### src/soft_switch_io_with_paddle_timers_defines.svh
// assertion macros shared by the soft switch i/o block
`ifndef SOFT_SWITCH_IO_WITH_PADDLE_TIMERS_DEFINES_SVH
`define SOFT_SWITCH_IO_WITH_PADDLE_TIMERS_DEFINES_SVH

// same-cycle implication, checked outside reset
`define SSIO_ASSERT_NOW(label, ante, cons, msg) \
  label: assert property (@(posedge clk) disable iff (!rst_n) (ante) |-> (cons)) \
    else $error(msg);

// next-cycle implication, checked outside reset
`define SSIO_ASSERT_NEXT(label, ante, cons, msg) \
  label: assert property (@(posedge clk) disable iff (!rst_n) (ante) |=> (cons)) \
    else $error(msg);

`endif

### src/ssio_pkg.sv
`default_nettype none
package ssio_pkg;

  localparam int unsigned NUM_PADDLES_DEF = 4;
  localparam int unsigned NUM_BUTTONS     = 3;
  localparam int unsigned PADDLE_W        = 15;

  typedef enum logic [2:0] {
    REQ_READ       = 3'd0,
    REQ_WRITE      = 3'd1,
    REQ_TICK       = 3'd2,
    REQ_SET_KEY    = 3'd3,
    REQ_SET_PADDLE = 3'd4,
    REQ_SET_BUTTON = 3'd5
  } req_t;

  // built-in space groups, io_addr bits 6..4
  localparam logic [2:0] GRP_KEY     = 3'd0;
  localparam logic [2:0] GRP_KEY_CLR = 3'd1;
  localparam logic [2:0] GRP_VIDEO   = 3'd5;
  localparam logic [2:0] GRP_GAME    = 3'd6;
  localparam logic [2:0] GRP_STROBE  = 3'd7;

  // slot number of the disk controller
  localparam logic [2:0] SLOT_DISK = 3'd6;

  localparam logic [7:0] RD_PROM   = 8'hff;
  localparam logic [7:0] RD_DEVICE = 8'hee;
  localparam logic [7:0] RD_BIT7   = 8'h80;

  typedef struct packed {
    logic [2:0]          req_type;
    logic [10:0]         io_addr;
    logic [7:0]          wdata;
    logic [1:0]          unit_index;
    logic [PADDLE_W-1:0] paddle_value;
    logic                button_level;
  } in_beat_t;

  typedef struct packed {
    logic [7:0] rdata;
    logic       gfx_mode;
    logic       mixed_mode;
    logic       page_two;
    logic       hires_mode;
    logic       slot6_access;
    logic [3:0] slot6_reg;
  } out_beat_t;

endpackage
`default_nettype wire

### src/soft_switch_io_with_paddle_timers.sv
`default_nettype none
// I/O page soft switch decoder with game port paddle timers. Each input beat
// (bus read or write, tick, key, paddle or button update) yields exactly one
// result beat carrying read data, the four video flags as they stand after
// the beat, and a slot 6 flag with register offset for an outside disk unit,
// which substitutes its own read data when the flag is set. A beat passes an
// input register, then the decode and state update, then a result register:
// one beat is taken every cycle, and the rate drops only while out_stall
// holds the result register full.
`include "soft_switch_io_with_paddle_timers_defines.svh"
module soft_switch_io_with_paddle_timers #(
  parameter int unsigned NUM_PADDLES = ssio_pkg::NUM_PADDLES_DEF
) (
  input  wire logic                clk,
  input  wire logic                rst_n,
  input  wire logic                in_valid,
  output logic                     in_stall,
  input  wire ssio_pkg::in_beat_t  in_data,
  output logic                     out_valid,
  input  wire logic                out_stall,
  output ssio_pkg::out_beat_t      out_data
);

  logic                item_vld;
  ssio_pkg::in_beat_t  item;
  ssio_pkg::out_beat_t result;
  logic                ready;
  logic                adv;

  assign adv = item_vld && ready;

  ssio_in_reg u_in_reg (
    .clk      (clk),
    .rst_n    (rst_n),
    .in_valid (in_valid),
    .in_stall (in_stall),
    .in_data  (in_data),
    .adv      (adv),
    .item_vld (item_vld),
    .item     (item)
  );

  ssio_core #(
    .NUM_PADDLES (NUM_PADDLES)
  ) u_core (
    .clk    (clk),
    .rst_n  (rst_n),
    .adv    (adv),
    .item   (item),
    .result (result)
  );

  ssio_out_reg u_out_reg (
    .clk       (clk),
    .rst_n     (rst_n),
    .load      (adv),
    .result    (result),
    .ready     (ready),
    .out_valid (out_valid),
    .out_stall (out_stall),
    .out_data  (out_data)
  );

  `SSIO_ASSERT_NOW(a_stall_only_when_full, in_stall, out_valid && out_stall, "input stall without a held result")
  `SSIO_ASSERT_NEXT(a_item_moves_on, item_vld && !out_stall, out_valid, "pending beat did not reach result register")
  `SSIO_ASSERT_NOW(a_slot6_reg_clear, out_valid && !out_data.slot6_access, out_data.slot6_reg == 4'd0, "slot6_reg set without slot6_access")

endmodule
`default_nettype wire

### src/ssio_in_reg.sv
`default_nettype none
module ssio_in_reg (
  input  wire logic               clk,
  input  wire logic               rst_n,
  input  wire logic               in_valid,
  output logic                    in_stall,
  input  wire ssio_pkg::in_beat_t in_data,
  input  wire logic               adv,
  output logic                    item_vld,
  output ssio_pkg::in_beat_t      item
);

  logic               vld_r;
  logic               vld_nxt;
  ssio_pkg::in_beat_t data_r;
  logic               accept;

  assign in_stall = vld_r && !adv;
  assign accept   = in_valid && !in_stall;

  always_comb begin
    vld_nxt = vld_r;
    if (accept) begin
      vld_nxt = 1'b1;
    end else if (adv) begin
      vld_nxt = 1'b0;
    end
  end

  always_ff @(posedge clk) begin
    if (!rst_n) begin
      vld_r <= 1'b0;
    end else begin
      vld_r <= vld_nxt;
    end
  end

  always_ff @(posedge clk) begin
    if (accept) begin
      data_r <= in_data;
    end
  end

  assign item_vld = vld_r;
  assign item     = data_r;

endmodule
`default_nettype wire

### src/ssio_core.sv
`default_nettype none
module ssio_core #(
  parameter int unsigned NUM_PADDLES = ssio_pkg::NUM_PADDLES_DEF
) (
  input  wire logic               clk,
  input  wire logic               rst_n,
  input  wire logic               adv,
  input  wire ssio_pkg::in_beat_t item,
  output ssio_pkg::out_beat_t     result
);

  localparam int unsigned PW = ssio_pkg::PADDLE_W;
  localparam int unsigned NB = ssio_pkg::NUM_BUTTONS;

  logic [7:0]          key_r,   key_nxt;
  logic [3:0]          flags_r, flags_nxt;
  logic [NB-1:0]       btn_r,   btn_nxt;
  logic [PW-1:0]       set_r    [NUM_PADDLES];
  logic [PW-1:0]       set_nxt  [NUM_PADDLES];
  logic [PW-1:0]       tmr_r    [NUM_PADDLES];
  logic [PW-1:0]       tmr_nxt  [NUM_PADDLES];
  logic [NUM_PADDLES-1:0] busy_r, busy_nxt;

  logic [7:0] rd;
  logic       s6;
  logic       touch;
  logic       is_read;
  logic       sel_bit;
  logic [2:0] grp;
  logic [2:0] sw;

  assign grp     = item.io_addr[6:4];
  assign sw      = item.io_addr[3:1];
  assign is_read = (item.req_type == ssio_pkg::REQ_READ);

  always_comb begin
    logic [PW-1:0] tdec;
    key_nxt   = key_r;
    flags_nxt = flags_r;
    btn_nxt   = btn_r;
    set_nxt   = set_r;
    tmr_nxt   = tmr_r;
    busy_nxt  = busy_r;
    rd        = '0;
    s6        = 1'b0;
    touch     = 1'b0;
    sel_bit   = 1'b0;
    tdec      = '0;

    unique case (item.req_type) inside
      ssio_pkg::REQ_READ, ssio_pkg::REQ_WRITE: begin
        if (item.io_addr[10:8] != 3'd0) begin
          // card prom space
          if (is_read) begin
            rd = ssio_pkg::RD_PROM;
            s6 = (item.io_addr[10:8] == ssio_pkg::SLOT_DISK);
          end
        end else if (item.io_addr[7]) begin
          // card device registers
          if (is_read) begin
            rd = ssio_pkg::RD_DEVICE;
          end
          s6 = (grp == ssio_pkg::SLOT_DISK);
        end else begin
          touch = 1'b1;
          if (is_read) begin
            if (grp == ssio_pkg::GRP_KEY) begin
              rd = key_r;
            end else if (grp == ssio_pkg::GRP_GAME) begin
              for (int j = 0; j < NB; j++) begin
                if (item.io_addr[2:0] == 3'(j + 1)) begin
                  sel_bit = btn_r[j];
                end
              end
              for (int i = 0; i < NUM_PADDLES; i++) begin
                if (item.io_addr[2] && (item.io_addr[1:0] == 2'(i))) begin
                  sel_bit = busy_r[i];
                end
              end
              rd = sel_bit ? ssio_pkg::RD_BIT7 : 8'h00;
            end
          end
        end
      end
      ssio_pkg::REQ_TICK: begin
        if (busy_r != '0) begin
          for (int i = 0; i < NUM_PADDLES; i++) begin
            tdec = (tmr_r[i] != '0) ? (tmr_r[i] - PW'(1)) : tmr_r[i];
            tmr_nxt[i] = tdec;
            if (tdec == '0) begin
              busy_nxt[i] = 1'b0;
            end
          end
        end
      end
      ssio_pkg::REQ_SET_KEY: begin
        key_nxt = item.wdata;
      end
      ssio_pkg::REQ_SET_PADDLE: begin
        for (int i = 0; i < NUM_PADDLES; i++) begin
          if (item.unit_index == 2'(i)) begin
            set_nxt[i] = item.paddle_value;
          end
        end
      end
      ssio_pkg::REQ_SET_BUTTON: begin
        for (int j = 0; j < NB; j++) begin
          if (item.unit_index == 2'(j)) begin
            btn_nxt[j] = item.button_level;
          end
        end
      end
      default: begin
      end
    endcase

    // soft switch side effects of a built-in reference
    if (touch) begin
      case (grp)
        ssio_pkg::GRP_KEY_CLR: begin
          key_nxt[7] = 1'b0;
        end
        ssio_pkg::GRP_VIDEO: begin
          if (!sw[2]) begin
            flags_nxt[sw[1:0]] = (sw == 3'd0) ? !item.io_addr[0] : item.io_addr[0];
          end
        end
        ssio_pkg::GRP_STROBE: begin
          busy_nxt = '1;
          tmr_nxt  = set_r;
        end
        default: begin
        end
      endcase
    end
  end

  always_ff @(posedge clk) begin
    if (!rst_n) begin
      key_r   <= '0;
      flags_r <= '0;
      btn_r   <= '0;
      set_r   <= '{default: '0};
      tmr_r   <= '{default: '0};
      busy_r  <= '0;
    end else if (adv) begin
      key_r   <= key_nxt;
      flags_r <= flags_nxt;
      btn_r   <= btn_nxt;
      set_r   <= set_nxt;
      tmr_r   <= tmr_nxt;
      busy_r  <= busy_nxt;
    end
  end

  always_comb begin
    result.rdata        = rd;
    result.gfx_mode     = flags_nxt[0];
    result.mixed_mode   = flags_nxt[1];
    result.page_two     = flags_nxt[2];
    result.hires_mode   = flags_nxt[3];
    result.slot6_access = s6;
    result.slot6_reg    = s6 ? item.io_addr[3:0] : 4'd0;
  end

endmodule
`default_nettype wire

### src/ssio_out_reg.sv
`default_nettype none
module ssio_out_reg (
  input  wire logic                clk,
  input  wire logic                rst_n,
  input  wire logic                load,
  input  wire ssio_pkg::out_beat_t result,
  output logic                     ready,
  output logic                     out_valid,
  input  wire logic                out_stall,
  output ssio_pkg::out_beat_t      out_data
);

  logic                vld_r;
  logic                vld_nxt;
  ssio_pkg::out_beat_t data_r;

  assign ready = !vld_r || !out_stall;

  always_comb begin
    vld_nxt = vld_r;
    if (load) begin
      vld_nxt = 1'b1;
    end else if (!out_stall) begin
      vld_nxt = 1'b0;
    end
  end

  always_ff @(posedge clk) begin
    if (!rst_n) begin
      vld_r <= 1'b0;
    end else begin
      vld_r <= vld_nxt;
    end
  end

  always_ff @(posedge clk) begin
    if (load) begin
      data_r <= result;
    end
  end

  assign out_valid = vld_r;
  assign out_data  = data_r;

endmodule
`default_nettype wire
### config.mk
export PLATFORM = sky130hd
export DESIGN_NAME = soft_switch_io_with_paddle_timers
export DESIGN_NICKNAME = d
export VERILOG_FILES = /design/src/ssio_pkg.sv /design/src/soft_switch_io_with_paddle_timers.sv /design/src/ssio_in_reg.sv /design/src/ssio_core.sv /design/src/ssio_out_reg.sv
export VERILOG_INCLUDE_DIRS = /design/src /design/src/src
export SDC_FILE = /design/constraint.sdc
export NUM_CORES = 1
export LEC_CHECK = 0
export BUFFER_PORTS_ARGS = -buffer_cell sky130_fd_sc_hd__buf_2
export CORE_AREA = 2 2 141 143
export CTS_CLUSTER_DIAMETER = 150
export DETAILED_ROUTE_END_ITERATION = 7
export DIE_AREA = 0 0 143 145
export HOLD_SLACK_MARGIN = 0.12
export PLACE_DENSITY_LB_ADDON = 0.3
export SYNTH_ARGS = -nofsm -noshare
export SYNTH_HDL_FRONTEND = slang
export SYNTH_HIERARCHICAL = 1
export SYNTH_SLANG_ARGS = --single-unit
### constraint.sdc
create_clock -name clk -period 3.85 [get_ports clk]
set_input_delay 0.1925 -clock clk [delete_from_list [all_inputs] [get_ports clk]]
set_output_delay 0.1925 -clock clk [all_outputs]
set_load 0.03 [all_outputs]
==> reports/metrics.csv <==
stage,metric,value,unit
die,initial core utilization,49.40,%
clock_tree,"Reg clk slew, reported paths",0.07,ns
timing,worst-margin pin slew,1.113,ns
synthesis,Gate Count Post-Synth,1039,
global_route,aggregate global-route resource usage,24.66,%
global_route,largest net degree at the start of global routing,48,
drt,post-route ant nets,0,
drt,Remaining DRCs,0,
synthesis,post-synthesis instance area,9489,sq um
synthesis,leading area contributor after synthesis,dfxtp_1,
drt,drt total wl,25.62,mm
timing,Clock Skew,0.008058,ns
pwr,combinational fraction of design power,5.5,%
synthesis,Yosys warning total,6,
pwr,net switching power of the design,1.023,mW
synthesis,#FFs+latches synth,198,
layout,design area,10950,sq um
synthesis,mean post-synth cell area,9.133,sq um
layout,Area Overhead vs Synth,15.41,%
clock_tree,CTS tree,built,
setup_path,"Max FO, Critical Path",47,
timing,Fin. Hold Viols,0,
setup_path,reg2reg setup slack,1.23,ns
timing,slew margin rel.,25.62,%
synthesis,Post-synth top flop,dfxtp_1,
synthesis,Post-synth ARST share,0,%
global_route,first-pass GRT wire length,40.39,mm
placement,HPWL reported at the end of detailed placement,16.55,mm
drt,Iteration-0 DRC Markers,833,
synthesis,register area share after synthesis,47.78,%
layout,area of the multi-input gates,4574,sq um
clock_tree,H-tree Lvls,4,
die,CORE AREA,19210,sq um
placement,placed cell area,9985,sq um
layout,"most common cell after layout, fill and taps aside",dfxtp_1,
global_route,initial antenna violation count,0,
pwr,switching share of total power,24.67,%
clock_tree,Clock Tree Buf Depth,2,
timing,min Tclk post-route,2.742,ns
job,number of max-cap violations,0,
synthesis,share of the synthesized area in the top cell type,29.75,%
timing,Fmax achieved,364.7,MHz
global_route,vias in the first global route,7708,
synthesis,"EDFF count, synth",57,
drt,vias,8288,
die,Die ar.,20740,sq um
timing,RSZ-0062 raised after global routing,false,
die,die height,145,um
timing,hold slack,0.3330,ns
pwr,Clk pwr share,40.3,%
timing,final setup fails,0,
die,row cnt,51,
setup_path,Worst EP arrival,3.06,ns
drt,via/cell ratio,5.988,
clock_tree,Root Driver,clkbuf_16,
timing,post-route setup TNS,0,ns
drt,Pre-antenna DRT Iters,5,
worst_hold_path,hold crit path type,in -> reg,
synthesis,Synth area leaders,"dfxtp_1, edfxtp_1, a21oi_1",
pwr,sequential share of power,54.2,%
layout,most frequent cells in the layout,"dfxtp_1, nand2_1, a21oi_1",
pwr,P_int,3.124,mW
layout,register area,4534,sq um
setup_path,Worst EP required,4.17,ns
pwr,pwr dens,378.6,nW/um^2
synthesis,Syn Nets,1090,
status,status,completed,
layout,Non-Filler Instances,1384,
pwr,Leakage,4.293,nW
layout,Antenna Cells,0,
clock_tree,"Clk Latency, worst-skew pair",0.44,ns
die,overall die width,143,um
placement,PortBufs,62,
pwr,Max rail drop VDD,0.3696,mV
timing,Final Max Slew Viols,0,
layout,Fillers,1647,
layout,share of cells above drive strength 1,13.76,%
layout,Final nets,1157,
placement,RePlAce Congestion,0.9010,
timing,Final period util,71.22,%
clock_tree,CTS buffer count,17,
global_route,GRT Residual Overflow,0,
setup_path,nature of the critical path startpoint,input port,
clock_tree,clock tree sinks,198,
setup_path,CP Class,in -> reg,
drt,WL/cell,18.51,um
setup_path,Setup crit end kind,flop,
die,io pins,63,
synthesis,unique cell type count in the Yosys netlist,84,
placement,Post-Place Cells,1310,
## power by group through the flow
stage                     Sequential [mW]  Clock (mW)  Combinational [mW]
after floorplan                      2.29           0               0.101
after global placement               2.29           0               0.190
after detailed placement             2.29           0               0.192
after CTS                            2.25        1.70               0.226
after global routing                 2.25        1.78               0.245
final                                2.25        1.67               0.228
## layer usage
metal | track usage, % | vias up | share of wire [%]
met3 | 5.380 | 45 | 6.4
met2 | 38.04 | 286 | 47
li1 | - | 3967 | -
met4 | 9.109 | 0 | 2.3
met1 | 33.95 | 3990 | 44
met5 | 0 | - | 0
## cells by family (layout without fill, tap and decap cells)
kind of cell             count (synthesis)  after routing  synth area share [%]
adder cells (fa/ha/maj)                  7              7                0.9230
XOR/XNOR                                13             13                 1.200
AO/OA/AOI/OAI                          294            294                 19.74
multiplexers                            59             59                 6.487
buffers and inverters                   98            178                 4.114
AND/OR/NAND/NOR                        370            370                 19.75
flip-flops                             198            198                 47.78
## cells in the mapped netlist (10+ instances only)
cell type  number
dfxtp_1       141
nand2_1       119
a21oi_1        99
nor2_1         93
o21ai_0        63
clkbuf_1       60
edfxtp_1       57
mux2i_1        48
nor3_1         32
inv_1          25
nand3_1        17
o22ai_1        15
nor4_1         14
a211oi_1       11
mux2_2         10
## worst max-delay path: stages
cell,delay [ns]
dlygate4sd3_1,0.56
buf_2,0.14
nand2_1,0.08
and2_4,0.25
buf_4,0.49
nand4_1,0.74
o21ai_0,0.49
nor3_1,0.11
## stage by stage
step                power [mW]  util [%]  setup WS, ns
floorplan                2.391         -        0.3571
global placement         2.483     51.98         1.332
detailed placement       2.486     51.98         1.267
CTS                      4.169     57.02         1.249
global route             4.279     57.02        0.9487
finish                   4.147     57.02         1.108
## state kept, by name, summed over array words and instances (netlist names)
name / count
u_core/set_r: 60
u_core/tmr_r: 60
u_in_reg/item: 40
u_out_reg/out_data: 17
u_core/key_r: 8
u_core/busy_r: 4
u_core/flags_r: 4
u_core/btn_r: 3
u_in_reg/item_vld: 1
u_out_reg/out_valid: 1
## repair_timing
action,CTS,global route
hold buffers,42,0
hold endpoints to repair,42,0
resized for setup,0,0
setup buffers,0,0
## final timing paths
kind,start,to,cells after the start
min reg2reg,u_core/flags_r[0],u_core/flags_r[0],2
max reg2reg,u_core/tmr_r[45],u_core/busy_r[0],8
min,rst_n,u_in_reg/item_vld,3
max,out_stall,u_core/tmr_r[39],8
## layout make-up
class                   count  area share, %
clock buffers              17          3.884
clock inverters            15          1.108
inverters                  25         0.8568
multi-input cells         743          41.77
flip-flops and latches    198          41.40
repair buffers            121          7.952
well taps                 265          3.028
No activity file was read; power rests on OpenSTA's default activity.
